## config.mk

```make
export PLATFORM = sky130hd
export DESIGN_NAME = escape_rle_run_decoder
export DESIGN_NICKNAME = d
export VERILOG_FILES = /design/src/hdl/erd_pkg.sv /design/src/hdl/erd_front.sv /design/src/hdl/erd_queue.sv /design/src/hdl/erd_back.sv /design/src/hdl/escape_rle_run_decoder.sv
export SDC_FILE = /design/constraint.sdc
export NUM_CORES = 1
export LEC_CHECK = 0
export BUFFER_PORTS_ARGS = -buffer_cell sky130_fd_sc_hd__buf_2
export CORE_MARGIN = 2
export CORE_UTILIZATION = 53
export DETAILED_ROUTE_END_ITERATION = 10
export GPL_TIMING_DRIVEN = 0
export PLACE_DENSITY = 0.76
export SYNTH_ARGS = -nofsm -noshare
export SYNTH_HDL_FRONTEND = slang
export SYNTH_SLANG_ARGS = --single-unit
```

## constraint.sdc

```tcl
create_clock -name clock -period 6.1 [get_ports clock]
set_clock_uncertainty 0.15 [all_clocks]
set_input_delay 0.61 -clock clock [delete_from_list [all_inputs] [get_ports clock]]
set_output_delay 0.61 -clock clock [all_outputs]
set_load 0.01 [all_outputs]
```

## src/hdl/erd_pkg.sv

```systemverilog
`timescale 1ns / 1ps
`default_nettype none

package erd_pkg;

   // Configuration register indexes.
   localparam logic CSR_ESCAPE_CODE = 1'b0;
   localparam logic CSR_FILL_VALUE  = 1'b1;

   // Command codes that follow an escape byte and need special handling.
   localparam logic [7:0] CMD_SHORT = 8'd0;
   localparam logic [7:0] CMD_LONG  = 8'd1;
   localparam logic [7:0] CMD_FILL  = 8'd2;

   // Depth of the queue between the parser and the run stage.
   localparam int QUEUE_DEPTH = 2;
   localparam int QUEUE_PTR_W = $clog2(QUEUE_DEPTH);
   localparam int QUEUE_CNT_W = $clog2(QUEUE_DEPTH + 1);

   // One parsed command handed from the parser to the run stage.
   typedef struct packed {
      logic        has_run;    // a run of count copies of value
      logic        is_end;     // end-of-stream code
      logic        last_byte;  // request carried the last-byte mark
      logic [7:0]  value;
      logic [16:0] count;      // up to 65536
   } cmd_type;

endpackage

`default_nettype wire

```

## src/hdl/erd_front.sv

```systemverilog
`timescale 1ns / 1ps
`default_nettype none

module erd_front (
   input  wire logic             clock,
   input  wire logic             reset,
   input  wire logic             csr_we,
   input  wire logic             csr_index,
   input  wire logic [7:0]       csr_wdata,
   input  wire logic             req_tvalid,
   output      logic             req_tready,
   input  wire logic [7:0]       req_tdata,
   input  wire logic             req_tlast,
   output      logic             push_valid,
   input  wire logic             push_ready,
   output      erd_pkg::cmd_type push_data
);

   typedef enum logic [4:0] {
      PH_IDLE  = 5'b00001,
      PH_ESC   = 5'b00010,
      PH_CODE  = 5'b00100,
      PH_HIGH  = 5'b01000,
      PH_VALUE = 5'b10000
   } phase_type;

   phase_type   phase_ff, phase_in;
   logic [7:0]  code_ff, code_in;
   logic [7:0]  high_ff, high_in;
   logic [16:0] pending_ff, pending_in;
   logic [7:0]  escape_ff, fill_ff;
   logic        accept;
   logic [7:0]  b;
   erd_pkg::cmd_type cmd;

   assign req_tready = push_ready;
   assign accept     = req_tvalid && req_tready;
   assign b          = req_tdata;

   always_ff @(posedge clock) begin
      if (reset) begin
         escape_ff <= 8'd0;
         fill_ff   <= 8'd0;
      end else if (csr_we) begin
         case (csr_index)
            erd_pkg::CSR_ESCAPE_CODE: escape_ff <= csr_wdata;
            erd_pkg::CSR_FILL_VALUE:  fill_ff   <= csr_wdata;
            default: ;
         endcase
      end
   end

   always_comb begin
      phase_in      = phase_ff;
      code_in       = code_ff;
      high_in       = high_ff;
      pending_in    = pending_ff;
      cmd.has_run   = 1'b0;
      cmd.is_end    = 1'b0;
      cmd.last_byte = req_tlast;
      cmd.value     = 8'd0;
      cmd.count     = 17'd0;
      case (phase_ff)
         PH_IDLE: begin
            if (b != escape_ff) begin
               cmd.has_run = 1'b1;
               cmd.value   = b;
               cmd.count   = 17'd1;
            end else begin
               phase_in = PH_ESC;
            end
         end
         PH_ESC: begin
            if (b == escape_ff) begin
               cmd.has_run = 1'b1;
               cmd.value   = b;
               cmd.count   = 17'd1;
               phase_in    = PH_IDLE;
            end else begin
               code_in  = b;
               phase_in = PH_CODE;
            end
         end
         PH_CODE: begin
            if (code_ff == erd_pkg::CMD_FILL && b == 8'd0) begin
               cmd.is_end = 1'b1;
               phase_in   = PH_IDLE;
            end else if (code_ff == erd_pkg::CMD_LONG || code_ff == erd_pkg::CMD_FILL) begin
               high_in  = b;
               phase_in = PH_HIGH;
            end else if (code_ff == erd_pkg::CMD_SHORT) begin
               pending_in = 17'(b) + 17'd1;
               phase_in   = PH_VALUE;
            end else begin
               // Short repeat: the code itself holds the count less one.
               cmd.has_run = 1'b1;
               cmd.value   = b;
               cmd.count   = 17'(code_ff) + 17'd1;
               phase_in    = PH_IDLE;
            end
         end
         PH_HIGH: begin
            if (code_ff == erd_pkg::CMD_FILL) begin
               cmd.has_run = 1'b1;
               cmd.value   = fill_ff;
               cmd.count   = 17'({high_ff, b}) + 17'd1;
               phase_in    = PH_IDLE;
            end else begin
               pending_in = 17'({high_ff, b}) + 17'd1;
               phase_in   = PH_VALUE;
            end
         end
         PH_VALUE: begin
            cmd.has_run = 1'b1;
            cmd.value   = b;
            cmd.count   = pending_ff;
            phase_in    = PH_IDLE;
         end
         default: begin
            phase_in = PH_IDLE;
         end
      endcase
   end

   // A non-run byte other than the end code is only forwarded when it carries
   // the last mark, since the run stage may then have to report truncation.
   assign push_valid = accept && (cmd.has_run || cmd.is_end || cmd.last_byte);
   assign push_data  = cmd;

   always_ff @(posedge clock) begin
      if (reset) begin
         phase_ff   <= PH_IDLE;
         code_ff    <= 8'd0;
         high_ff    <= 8'd0;
         pending_ff <= 17'd0;
      end else if (accept) begin
         phase_ff   <= phase_in;
         code_ff    <= code_in;
         high_ff    <= high_in;
         pending_ff <= pending_in;
      end
   end

endmodule

`default_nettype wire

```

## src/hdl/erd_queue.sv

```systemverilog
`timescale 1ns / 1ps
`default_nettype none

module erd_queue (
   input  wire logic             clock,
   input  wire logic             reset,
   input  wire logic             push_valid,
   output      logic             push_ready,
   input  wire erd_pkg::cmd_type push_data,
   output      logic             pop_valid,
   input  wire logic             pop_ready,
   output      erd_pkg::cmd_type pop_data
);

   erd_pkg::cmd_type                entry_ff [erd_pkg::QUEUE_DEPTH];
   logic [erd_pkg::QUEUE_PTR_W-1:0] wr_ptr_ff, rd_ptr_ff;
   logic [erd_pkg::QUEUE_CNT_W-1:0] count_ff;
   logic                            do_push, do_pop;

   assign push_ready = count_ff != erd_pkg::QUEUE_CNT_W'(erd_pkg::QUEUE_DEPTH);
   assign pop_valid  = count_ff != '0;
   assign pop_data   = entry_ff[rd_ptr_ff];
   assign do_push    = push_valid && push_ready;
   assign do_pop     = pop_valid && pop_ready;

   always_ff @(posedge clock) begin
      if (do_push) begin
         entry_ff[wr_ptr_ff] <= push_data;
      end
   end

   always_ff @(posedge clock) begin
      if (reset) begin
         wr_ptr_ff <= '0;
         rd_ptr_ff <= '0;
         count_ff  <= '0;
      end else begin
         if (do_push) begin
            wr_ptr_ff <= (32'(wr_ptr_ff) == erd_pkg::QUEUE_DEPTH - 1) ?
                         '0 : wr_ptr_ff + 1'b1;
         end
         if (do_pop) begin
            rd_ptr_ff <= (32'(rd_ptr_ff) == erd_pkg::QUEUE_DEPTH - 1) ?
                         '0 : rd_ptr_ff + 1'b1;
         end
         case ({do_push, do_pop})
            2'b10:   count_ff <= count_ff + 1'b1;
            2'b01:   count_ff <= count_ff - 1'b1;
            default: count_ff <= count_ff;
         endcase
      end
   end

endmodule

`default_nettype wire

```

## src/hdl/erd_back.sv

```systemverilog
`timescale 1ns / 1ps
`default_nettype none

module erd_back #(
   parameter int SCREEN_BYTES = 32000
) (
   input  wire logic             clock,
   input  wire logic             reset,
   input  wire logic             pop_valid,
   output      logic             pop_ready,
   input  wire erd_pkg::cmd_type pop_data,
   output      logic             rsp_tvalid,
   input  wire logic             rsp_tready,
   output      logic [39:0]      rsp_tdata,
   output      logic             rsp_tlast,
   output      logic [0:0]       rsp_tuser
);

   localparam logic [14:0] SCREEN_LEN = 15'(SCREEN_BYTES);

   logic [14:0] wi_ff, wi_in;
   logic        done_ff, done_in;
   logic        out_valid_ff;
   logic [7:0]  value_ff;
   logic [14:0] length_ff, start_ff;
   logic        finished_ff, truncated_ff;
   logic [14:0] room, len;
   logic [15:0] wi_sum;
   logic        take, emit;

   assign pop_ready = !out_valid_ff || rsp_tready;
   assign take      = pop_valid && pop_ready;
   // Once the stream is done every further command is dropped.
   assign emit      = take && !done_ff;

   always_comb begin
      room = SCREEN_LEN - wi_ff;
      if (!pop_data.has_run) begin
         len = 15'd0;
      end else if (pop_data.count < 17'(room)) begin
         len = pop_data.count[14:0];
      end else begin
         len = room;
      end
      wi_sum  = 16'(wi_ff) + 16'(len);
      wi_in   = wi_sum[14:0];
      done_in = pop_data.is_end || (wi_sum >= 16'(SCREEN_LEN));
   end

   always_ff @(posedge clock) begin
      if (reset) begin
         wi_ff        <= 15'd0;
         done_ff      <= 1'b0;
         out_valid_ff <= 1'b0;
      end else begin
         if (emit) begin
            wi_ff   <= wi_in;
            done_ff <= done_in;
         end
         if (pop_ready) begin
            out_valid_ff <= emit;
         end
      end
   end

   always_ff @(posedge clock) begin
      if (emit) begin
         value_ff     <= pop_data.value;
         length_ff    <= len;
         start_ff     <= wi_ff;
         finished_ff  <= done_in;
         truncated_ff <= pop_data.last_byte && !done_in;
      end
   end

   assign rsp_tvalid   = out_valid_ff;
   assign rsp_tdata    = {2'b00, start_ff, length_ff, value_ff};
   assign rsp_tlast    = finished_ff;
   assign rsp_tuser[0] = truncated_ff;

endmodule

`default_nettype wire

```

## src/hdl/escape_rle_run_decoder.sv

```systemverilog
`timescale 1ns / 1ps
`default_nettype none

// Escape-byte run-length decoder for a packed screen stream.
// Requests arrive on the req_ channel, one packed byte each; req_tlast marks
// the last byte of available input. Each request yields zero or one run on the
// rsp_ channel: value, clipped length and start index in rsp_tdata, rsp_tlast
// set when the screen is full or the end code was seen, rsp_tuser set when
// input ended before the stream finished (a zero-length status item if that
// byte made no run). After the stream is done, requests are taken and dropped.
// The csr_ port writes the escape code (index 0) and fill value (index 1); the
// user must do so only while the block is idle; the block does not enforce it.
// A parser accepts one request per cycle while the queue has room and hands
// parsed commands through a two-entry queue to the run stage, which clips
// against the write index and holds the result in an output register.
// Sustained throughput is one request per cycle while rsp_tready is high.
// When rsp_tready is low the output register and queue fill, and req_tready
// drops once the queue is full. Reset clears the parse state, the write index,
// the done state and both configuration registers.

module escape_rle_run_decoder #(
   parameter int SCREEN_BYTES = 32000
) (
   input  wire logic        clock,
   input  wire logic        reset,
   input  wire logic        csr_we,
   input  wire logic        csr_index,
   input  wire logic [7:0]  csr_wdata,
   input  wire logic        req_tvalid,
   output      logic        req_tready,
   input  wire logic [7:0]  req_tdata,   // packed_byte
   input  wire logic        req_tlast,   // last_byte
   output      logic        rsp_tvalid,
   input  wire logic        rsp_tready,
   output      logic [39:0] rsp_tdata,   // run_value, run_length, run_start, zero pad
   output      logic        rsp_tlast,   // finished
   output      logic [0:0]  rsp_tuser    // truncated
);

   logic             push_valid, push_ready, pop_valid, pop_ready;
   erd_pkg::cmd_type push_data, pop_data;

   erd_front u_front (
      .clock      (clock),
      .reset      (reset),
      .csr_we     (csr_we),
      .csr_index  (csr_index),
      .csr_wdata  (csr_wdata),
      .req_tvalid (req_tvalid),
      .req_tready (req_tready),
      .req_tdata  (req_tdata),
      .req_tlast  (req_tlast),
      .push_valid (push_valid),
      .push_ready (push_ready),
      .push_data  (push_data)
   );

   erd_queue u_queue (
      .clock      (clock),
      .reset      (reset),
      .push_valid (push_valid),
      .push_ready (push_ready),
      .push_data  (push_data),
      .pop_valid  (pop_valid),
      .pop_ready  (pop_ready),
      .pop_data   (pop_data)
   );

   erd_back #(
      .SCREEN_BYTES (SCREEN_BYTES)
   ) u_back (
      .clock      (clock),
      .reset      (reset),
      .pop_valid  (pop_valid),
      .pop_ready  (pop_ready),
      .pop_data   (pop_data),
      .rsp_tvalid (rsp_tvalid),
      .rsp_tready (rsp_tready),
      .rsp_tdata  (rsp_tdata),
      .rsp_tlast  (rsp_tlast),
      .rsp_tuser  (rsp_tuser)
   );

endmodule

`default_nettype wire
```

==> results of run 1 <==
registers in the layout, summed over array words and instances, names as in the netlist, named ones only:
name                count
u_queue.entry_ff       56
u_front.pending_ff     17
u_back.length_ff       15
u_back.start_ff        15
u_back.wi_ff           15
u_back.value_ff         8
u_front.code_ff         8
u_front.escape_ff       8
u_front.fill_ff         8
u_front.high_ff         8
u_front.phase_ff        5
u_queue.count_ff        2
u_back.done_ff          1
u_back.rsp_tlast        1
u_back.rsp_tuser        1
u_back.rsp_tvalid       1
u_queue.rd_ptr_ff       1
u_queue.wr_ptr_ff       1
per-stage QoR:
| step | TNS [ns] | instances |
|---|---|---|
| 6_report | 0 | 1157 |
| 5_1_grt | -0.0516 | 1157 |
| 4_1_cts | 0 | 1154 |
| 2_1_floorplan | 0 | 844 |
| 3_5_place_dp | -0.751 | 1121 |
| 3_3_place_gp | -0.448 | 1118 |
synth_stat cells, types with 21 or more instances:
cell type | instances | area, um2
nor2_1 | 72 | 270
a21oi_1 | 72 | 360
ha_1 | 37 | 463
o21ai_0 | 25 | 125
xor2_1 | 32 | 280
nand2_1 | 79 | 297
mux2i_1 | 25 | 250
xnor2_1 | 21 | 184
mux2_2 | 23 | 259
dfxtp_1 | 76 | 1520
nand3_1 | 47 | 235
nor3_1 | 30 | 150
clkbuf_1 | 30 | 113
edfxtp_1 | 96 | 2880
repair_timing:
action                     in CTS  in global routing
cloned                          0                  0
gates resized for setup         8                 21
buffers inserted                1                  3
pin swaps                       1                  3
setup endpoints to repair       3                  3
area by class of cell:
type / instances / area, um2
Sequential cell: 172 / 4410
Fill cell: 1292 / 5960
Clock inverter: 14 / 153
Timing Repair Buffer: 65 / 370
Clock buffer: 18 / 429
Tap cell: 216 / 270
Multi-Input combinational cell: 608 / 4080
Inverter: 19 / 71.3
Buffer: 45 / 199
per-layer routing:
layer / share of wire, % / global-route usage (%) / wire (um)
met1: 44 / 31.7 / 9030
met2: 47 / 38.2 / 9520
met3: 6.3 / 4.08 / 1290
met4: 2.4 / 9.78 / 493
met5: 0 / 0 / 0
power by group:
part / switching (W) / total (W) / internal, W
Combinational: 0.00133 / 0.00225 / 0.000913
Sequential: 0.000136 / 0.00172 / 0.00158
Clock: 0.000436 / 0.00107 / 0.000636
worst max path at each step:
| stage | startpoint | to | depth (start not counted) | slack [ns] |
|---|---|---|---|---|
| after floorplan | u_back.wi_ff[2] | u_back.rsp_tuser | 23 | 0.47 |
| after global placement | u_back.wi_ff[2] | u_back.rsp_tuser | 23 | -0.28 |
| after detailed placement | u_back.wi_ff[2] | u_back.rsp_tuser | 23 | -0.39 |
| after CTS | u_back.wi_ff[2] | u_back.rsp_tuser | 23 | 0.03 |
| after global routing | u_back.wi_ff[3] | u_back.rsp_tuser | 21 | -0.05 |
| final | u_back.wi_ff[3] | u_back.rsp_tuser | 21 | 0.25 |
kinds of logic (layout without fill, tap and decap cells):
family | after synthesis | in the layout | share of synthesized area, %
compound gates | 180 | 180 | 13.4
xor+xnor | 53 | 53 | 5.36
simple gates | 287 | 287 | 15.9
fa+ha+maj | 38 | 38 | 5.57
mux | 48 | 48 | 5.88
buf+inv | 64 | 161 | 2.99
flops | 172 | 172 | 50.8
other cells | 1 | 2 | 0.0433
worst min-delay path, delay by kind of cell:
| family | cells | cell delay, ns |
|---|---|---|
| buffers and inverters | 1 | 0.10 |
| AND/OR/NAND/NOR | 1 | 0.05 |
| AO/OA/AOI/OAI | 1 | 0.05 |
cell usage in the layout (no fill, tap or decap), types with 23 or more instances in the layout:
master / count
edfxtp_1: 96
nand2_1: 79
dfxtp_1: 73
a21oi_1: 72
nor2_1: 70
buf_2: 67
nand3_1: 47
ha_1: 35
xor2_1: 32
nor3_1: 30
clkbuf_1: 27
mux2i_1: 25
o21ai_0: 24
mux2_2: 23
==> impl_metrics.py, run 1 <==
metrics = {
    "worst_hold_path": {
        "hold_path_depth": 3,
        "holdPathEnd": "u_front.escape_ff[6]",
        "hold_path.class": "input port to flop",
        "hp-start": "csr_wdata[6]",
    },
    "global_routing": {
        "first_global_vias": 6288,
        "grt_usage_pct": 23.6,
        "antenna_found_initial": 0,
        "overflow": 0,
        "grt_pass1_wl_um": 32400,
        "grt_max_degree": 34,
    },
    "clock_tree": {
        "cts.clk_slew.worst_paths_ns": 0.07,
        "cts-htree-levels": 4,
        "clkLatencyLatePin_ns": 0.43,
        "cts_tree": "done",
        "cts_made_buffers": 17,
        "holdBufCountCts": 0,
        "cts_buffer_depth": 2,
        "ctsRootBufferMaster": "clkbuf_16",
        "cts.sinks": 172,
    },
    "place": {
        "dp.final_hpwl_um": 14600,
        "place_ws_ns": -0.388,
        "placed_area_um2": 9280,
        "gp_congestion": 0.897,
        "portBuffers": 58,
    },
    "power": {
        "total_power_w": 0.00504,
        "ir_drop_v": 0.000259,
        "p_leak_nw": 3.82,
        "p_per_area_nw_per_um2": 505,
    },
    "worst_setup_path": {
        "crit_chain": "or4_4 > o31ai_4 > xor2_1 > ha_1 > o21a_1 > nor2_1 > o311ai_1 > a21oi_1 > buf_4 > a21oi_1 > a311oi_2 > ha_2 > inv_1 > fa_1 > nand2b_2 > a21oi_4 > nor3_1 > nor3b_4 > nand4_1 > or4_4 > and4b_1",
        "reg2reg_to": "u_back.rsp_tuser",
        "worstSetupPathType": "flop to flop",
        "reg2reg_slack_ns": 0.25,
        "cp_top_family": "simple AND/OR/NAND/NOR gates",
        "critPathLaunchType": "flop",
        "critPathRequiredTime_ns": 6.12,
        "crit_buf_inv": 2,
        "critPathMaxStageDelay_ns": 0.57,
        "cp-end-kind": "flop",
        "critPathSlowestCell": "or4_4",
        "r2r-start": "u_back.wi_ff[3]",
        "ff2ff_path_depth": 21,
        "worstPathMaxFanout": 8,
        "worst_ep_arrival_time_ns": 5.87,
    },
    "synth": {
        "ys.warnings.count": 0,
        "ys.flop_type": "edfxtp_1",
        "netlist_area_um2": 8660,
        "ys_seq_area_share_pct": 50.8,
        "synth.distinct_cells": 72,
        "syn_inst": 843,
        "synth.ff_latch_count": 172,
        "synthArstFlopShare_pct": 0,
        "synth-edff-count": 96,
        "syn_avg_cell_area_um2": 10.3,
    },
    "timing": {
        "timing.final.max_slew_violations": 0,
        "layout_setup_ws_ns": 0.253,
        "fin_hold_ws_ns": 0.280,
        "hold_violations": 0,
        "fin_crit_sh_pct": 95.9,
        "fin_crit_ns": 5.85,
        "setup_viol": 0,
        "tightestPinTransition_ns": 0.796,
        "maxSlewHeadroom_pct": 45.4,
        "max_freq_ghz": 0.171,
    },
    "routing": {
        "drc": 0,
        "totalWireLength_um": 20300,
        "final_antenna_net_count": 0,
        "num_vias": 6684,
        "wl_per_cell_um": 17.6,
        "dr.pass1.iters": 5,
        "via_per_inst": 5.78,
        "initialDrtViolationCount": 609,
    },
    "floorplan": {
        "row_count": 46,
        "die_area_um2": 17400,
        "io_pins": 67,
        "dieWidth_um": 132,
        "initial_core_util_pct": 54.3,
        "coreArea_um2": 15900,
        "fp.dieH_um": 132,
    },
    "cells_and_area": {
        "antenna_cells": 0,
        "final_nets": 989,
        "drive_gt1_share_pct": 17.2,
        "fin_area_um2": 9980,
        "fin_util_pct": 62.6,
        "syn2layout_area_growth_pct": 15.2,
    },
    "flow_run": {
        "drv_cap": 0,
    },
    "outcome": {
        "outcome": "finished, final reports clean",
    },
}
(Power assumes the default switching activity.)
==> inputs of run 2 (changes only) <==
- PLACE_DENSITY: 0.76 -> 0.72
- SKIP_CTS_REPAIR_TIMING: not set -> 1
- clock period: 6.1 -> 6.6 ns (I/O delays scaled with it)
==> run 2 against run 1 <==
Against the previous run:
- highest routed layer unchanged
- clock power fell by 11%
- global-route usage barely moved
- sequential power fell by 8%
- total power fell by 9.6%
==> impl_metrics.py, run 2 (same netlist as run 1, synthesis figures left out) <==
metrics = {
    "floorplan": {
        "dieWidth_um": 132,
        "initial_core_util_pct": 54.3,
        "die_area_um2": 17400,
        "row_count": 46,
        "io_pins": 67,
        "coreArea_um2": 15900,
        "fp.dieH_um": 132,
    },
    "place": {
        "dp.final_hpwl_um": 14900,
        "gp_congestion": 0.925,
        "portBuffers": 58,
        "placed_cells": 1121,
        "placed_area_um2": 9310,
    },
    "flow_run": {
        "drv_cap": 0,
    },
    "power": {
        "power_switching_w": 0.00174,
        "ir_drop_v": 0.000236,
        "clock_power_share_pct": 20.8,
        "p_leak_nw": 3.80,
        "cellInternalPower_w": 0.00282,
        "total_power_w": 0.00455,
        "p_comb_share_pct": 44.5,
        "p_per_area_nw_per_um2": 460,
        "power_frac_seq_pct": 34.7,
        "switching_share_pct": 38.2,
    },
    "cells_and_area": {
        "final_cell_mix": "96 x edfxtp_1, 79 x nand2_1, 75 x dfxtp_1",
        "fin_cells": 1153,
        "largest_reg_flops": 56,
        "antenna_cells": 0,
        "final_nets": 985,
        "mostFrequentLayoutCell": "edfxtp_1",
        "top_regs": "u_queue.entry_ff: 56 flops, u_front.pending_ff: 17 flops",
        "top_register": "u_queue.entry_ff",
        "drive_gt1_share_pct": 15.8,
        "syn2layout_area_growth_pct": 14.2,
        "fin_area_um2": 9900,
    },
    "routing": {
        "final_antenna_net_count": 0,
        "num_vias": 6520,
        "totalWireLength_um": 20100,
        "initialDrtViolationCount": 518,
        "wl_per_cell_um": 17.5,
        "via_per_inst": 5.65,
        "dr.pass1.iters": 5,
        "drc": 0,
    },
    "timing": {
        "fin_crit_ns": 6.18,
        "setup_viol": 0,
        "fin_crit_sh_pct": 93.7,
        "max_freq_ghz": 0.162,
        "maxSlewHeadroom_pct": 47.2,
        "tightestPinTransition_ns": 0.791,
        "hold_violations": 0,
        "timing.final.max_slew_violations": 0,
    },
    "clock_tree": {
        "cts_tree": "done",
        "cts_buffer_depth": 2,
        "cts.sinks": 172,
        "cts.clk_slew.worst_paths_ns": 0.06,
        "ctsRootBufferMaster": "clkbuf_16",
        "cts-htree-levels": 4,
        "clkLatencyLatePin_ns": 0.42,
        "cts_made_buffers": 17,
    },
    "worst_setup_path": {
        "critPathRequiredTime_ns": 6.63,
        "reg2reg_to": "u_back.rsp_tuser",
        "worst_ep_arrival_time_ns": 6.21,
        "critPathMaxStageDelay_ns": 0.57,
        "critPathLaunchType": "flop",
        "crit_end": "u_back.rsp_tuser",
        "path_common_cell": "a21o_1",
        "crit_chain": "buf_2 > buf_1 > mux2_2 > ha_1 > a21o_1 > a21o_1 > a21o_1 > o211ai_1 > clkbuf_1 > a21oi_1 > a311oi_2 > ha_1 > inv_1 > fa_1 > nand2b_1 > a21oi_4 > nor3_1 > nor3b_4 > nand4_1 > or4_4 > and4b_1",
        "path_depth": 21,
        "cp-end-kind": "flop",
        "reg2reg_slack_ns": 0.42,
        "cp_top_family": "compound AO/OA/AOI/OAI gates",
        "worstPathMaxFanout": 10,
        "ff2ff_path_depth": 21,
        "critPathSlowestCell": "or4_4",
        "crit_buf_inv": 4,
        "worstSetupPathType": "flop to flop",
    },
    "worst_hold_path": {
        "hp-start": "u_front.escape_ff[2]",
        "hold_path.class": "flop to flop",
    },
    "global_routing": {
        "overflow": 0,
        "first_global_vias": 6077,
        "antenna_found_initial": 0,
        "grt_usage_pct": 23.7,
        "grt_max_degree": 33,
        "grt_pass1_wl_um": 32300,
    },
    "outcome": {
        "outcome": "finished, final reports clean",
    },
}
[run 2: tightest hold or removal path, cell delays in order (launching register included)]
cell and delay, ns:
dfxtp_1 0.32, nand2_1 0.05, a21oi_1 0.05
[run 2: metal layers]
layer	vias up	part of all wire, %	global-route usage (%)	wire length [um]
met5	-	0	0	0
met1	3048	46	32.6	9290
met2	199	45	37.1	9120
li1	3232	-	-	-
met4	0	2.6	9.48	516
met3	41	6.1	4.54	1220
[run 2: power groups by stage]
stage                     clock (W)  sequential [W]  combinational, W
final                      0.000947         0.00158           0.00203
after global routing       0.000999         0.00161           0.00225
after CTS                  0.000958         0.00158           0.00200
after detailed placement          0         0.00160           0.00198
after global placement            0         0.00161           0.00192
after floorplan                   0         0.00166           0.00138
[run 2: area by class of cell]
class | instances | area (um2)
plain buffers | 45 | 194
multi-input cells | 608 | 4030
clock buffers | 24 | 504
repair buffers | 61 | 365
flip-flops and latches | 172 | 4410
well taps | 216 | 270
inverters | 19 | 71.3
clock inverters | 8 | 52.6
fillers | 1367 | 6050
[run 2: how the worst min path moves through the flow]
stage	endpoint	slack, ns	cells after the start
final	u_front.escape_ff[2]	0.32	2
after global routing	u_queue.entry_ff[0][25]	0.33	1
after CTS	u_front.fill_ff[2]	0.32	2
after detailed placement	u_front.fill_ff[2]	0.31	2
after global placement	u_front.fill_ff[2]	0.31	2
after floorplan	u_front.fill_ff[0]	0.29	2
[run 2: metrics by stage]
step | hold WS, ns | setup WS [ns] | setup TNS, ns | utilization (%)
after floorplan | 0.287 | 0.971 | 0 | -
after global placement | 0.307 | 0.236 | 0 | 57.9
after detailed placement | 0.309 | 0.144 | 0 | 58.4
after CTS | 0.317 | 0.0953 | 0 | 61.9
after global routing | 0.328 | -0.00795 | -0.00795 | 62.1
final | 0.319 | 0.416 | 0 | 62.1
==> inputs of run 3 (changes only) <==
- SLEW_MARGIN: not set -> 20
- clock period: 6.6 -> 6.5 ns (I/O delays scaled with it)
==> run 3 against run 2 <==
Against the previous run:
- clock power rose by 9%
- sequential cell count is the same
- sequential power about the same
- total power increased by 4.3%
- first-iteration DRC count increased by 29%
- maximum frequency is 0.30% higher
- setup slack worse by 0.081 ns
- cell count barely moved
- non-clock buffer count grew 1
- critical path type unchanged
- critical endpoint unchanged
==> impl_metrics.py, run 3 (same netlist as run 1, synthesis figures left out) <==
metrics = {
    "timing": {
        "timing.final.max_slew_violations": 0,
        "hold_violations": 0,
        "fin_setup_tns_ns": 0,
        "fin_crit_sh_pct": 94.9,
        "tightestPinTransition_ns": 0.832,
        "setup_viol": 0,
        "maxSlewHeadroom_pct": 42.9,
        "layout_setup_ws_ns": 0.334,
        "max_freq_ghz": 0.162,
        "fin_crit_ns": 6.17,
    },
    "global_routing": {
        "overflow": 0,
        "grt_max_degree": 50,
        "antenna_found_initial": 0,
        "first_global_vias": 6101,
        "grt_usage_pct": 23.9,
        "grt_pass1_wl_um": 32400,
    },
    "worst_setup_path": {
        "crit_chain": "nor4_1 > nand3_1 > a21o_1 > nand3_1 > xnor2_2 > ha_1 > a21oi_1 > nor2b_1 > o21ai_0 > o311ai_0 > a21oi_1 > clkbuf_4 > a21oi_1 > a311oi_2 > ha_2 > inv_1 > fa_1 > nand2b_1 > a21oi_4 > nor3_1 > nor3b_4 > nand4_1 > or4_4 > and4b_1",
        "critPathRequiredTime_ns": 6.54,
        "critPathMaxStageDelay_ns": 0.57,
        "worst_ep_arrival_time_ns": 6.20,
        "path_depth": 24,
        "r2r-start": "u_back.wi_ff[2]",
        "cp-end-kind": "flop",
        "ff2ff_path_depth": 24,
        "crit_start": "u_back.wi_ff[2]",
        "critPathSlowestCell": "or4_4",
        "crit_end": "u_back.rsp_tuser",
        "cp_top_family": "simple AND/OR/NAND/NOR gates",
        "worstPathMaxFanout": 10,
        "critPathLaunchType": "flop",
        "path_common_cell": "a21oi_1",
        "reg2reg_to": "u_back.rsp_tuser",
        "crit_buf_inv": 2,
        "worstSetupPathType": "flop to flop",
        "reg2reg_slack_ns": 0.33,
    },
    "cells_and_area": {
        "mostFrequentLayoutCell": "edfxtp_1",
        "final_nets": 986,
        "top_register": "u_queue.entry_ff",
        "largest_reg_flops": 56,
        "multi_input_area_um2": 4090,
        "final_cell_mix": "96 x edfxtp_1, 79 x nand2_1, 75 x dfxtp_1",
        "syn2layout_area_growth_pct": 15.5,
        "fin_area_um2": 10000,
        "seqCellArea_um2": 4410,
        "top_regs": "u_queue.entry_ff: 56 flops, u_front.pending_ff: 17 flops",
        "n_fill_cell": 1359,
        "antenna_cells": 0,
        "drive_gt1_share_pct": 17.0,
    },
    "floorplan": {
        "initial_core_util_pct": 54.3,
        "fp.dieH_um": 132,
        "dieWidth_um": 132,
        "die_area_um2": 17400,
        "row_count": 46,
        "coreArea_um2": 15900,
        "io_pins": 67,
    },
    "clock_tree": {
        "cts_tree": "done",
        "cts_buffer_depth": 2,
        "cts.sinks": 172,
        "clkLatencyLatePin_ns": 0.43,
        "cts_made_buffers": 17,
        "cts-htree-levels": 4,
        "cts.clk_slew.worst_paths_ns": 0.07,
        "ctsRootBufferMaster": "clkbuf_16",
    },
    "power": {
        "total_power_w": 0.00475,
        "switching_share_pct": 37.9,
        "ir_drop_v": 0.000235,
        "power_frac_seq_pct": 33.9,
        "p_per_area_nw_per_um2": 475,
        "cellInternalPower_w": 0.00295,
        "clock_power_share_pct": 21.8,
        "p_leak_nw": 3.84,
        "power_switching_w": 0.00180,
        "p_comb_share_pct": 44.3,
    },
    "routing": {
        "via_per_inst": 5.78,
        "wl_per_cell_um": 17.7,
        "totalWireLength_um": 20500,
        "drc": 0,
        "num_vias": 6668,
        "initialDrtViolationCount": 668,
        "final_antenna_net_count": 0,
        "dr.pass1.iters": 5,
    },
    "place": {
        "gp_congestion": 0.925,
        "dp.final_hpwl_um": 14700,
        "place_ws_ns": 0.0180,
        "portBuffers": 58,
        "placed_area_um2": 9290,
    },
    "outcome": {
        "outcome": "finished, final reports clean",
    },
    "flow_run": {
        "drv_cap": 0,
    },
    "worst_hold_path": {
        "hold_path.class": "flop to flop",
        "hold_path_depth": 2,
    },
}
## run 3: cell types whose count changed in the layout (fill, tap and decap cells not counted), sizes merged
cell | before | now
inv | 24 | 21
clkbuf | 55 | 59
## run 3: worst min-delay path by stage
stage | from | to
2_1_floorplan | u_front.fill_ff[0] | u_front.fill_ff[0]
3_3_place_gp | u_front.fill_ff[2] | u_front.fill_ff[2]
3_5_place_dp | u_front.fill_ff[2] | u_front.fill_ff[2]
4_1_cts | req_tlast | u_queue.entry_ff[1][25]
5_1_grt | req_tlast | u_queue.entry_ff[0][25]
6_report | u_front.fill_ff[2] | u_front.fill_ff[2]
## run 3: worst register-to-register path, delay by kind of cell (launching register included)
kind / cells / cell delay [ns]
xor+xnor: 1 / 0.14
flops: 1 / 0.41
simple gates: 10 / 2.30
buf+inv: 2 / 0.31
compound gates: 8 / 1.71
fa+ha+maj: 3 / 0.93
## run 3: power groups by stage
stage                     Combinational (W)  Sequential, W  Clock [W]
final                               0.00210        0.00161    0.00103
after global routing                0.00232        0.00164    0.00109
after detailed placement            0.00199        0.00163          0
after CTS                           0.00202        0.00161    0.00105
after global placement              0.00195        0.00163          0
after floorplan                     0.00140        0.00168          0
## run 3: final cells by class
cell class,instances,area share (%)
buffer,45,1.98
clock inverter,5,0.375
timing repair buffer,62,3.45
sequential,172,44.0
clock buffer,27,5.87
inverter,19,0.713
tap,216,2.70
multi-input combinational,608,40.9
## run 3: per-stage QoR
stage	cells	hold slack, ns	utilization [%]
after detailed placement	1120	0.310	58.2
after global routing	1154	0.314	62.8
after floorplan	844	0.287	-
after global placement	1118	0.307	57.9
after CTS	1152	0.308	62.2
final	1154	0.316	62.8
## run 3: per-layer routing
layer  vias to the layer above  wire [um]  GRT usage, %
li1                       3244          -             -
met1                      3189       9280          33.0
met2                       199       9630          38.7
met3                        36       1160          3.46
met4                         0        382          8.27
met5                         -          0             0
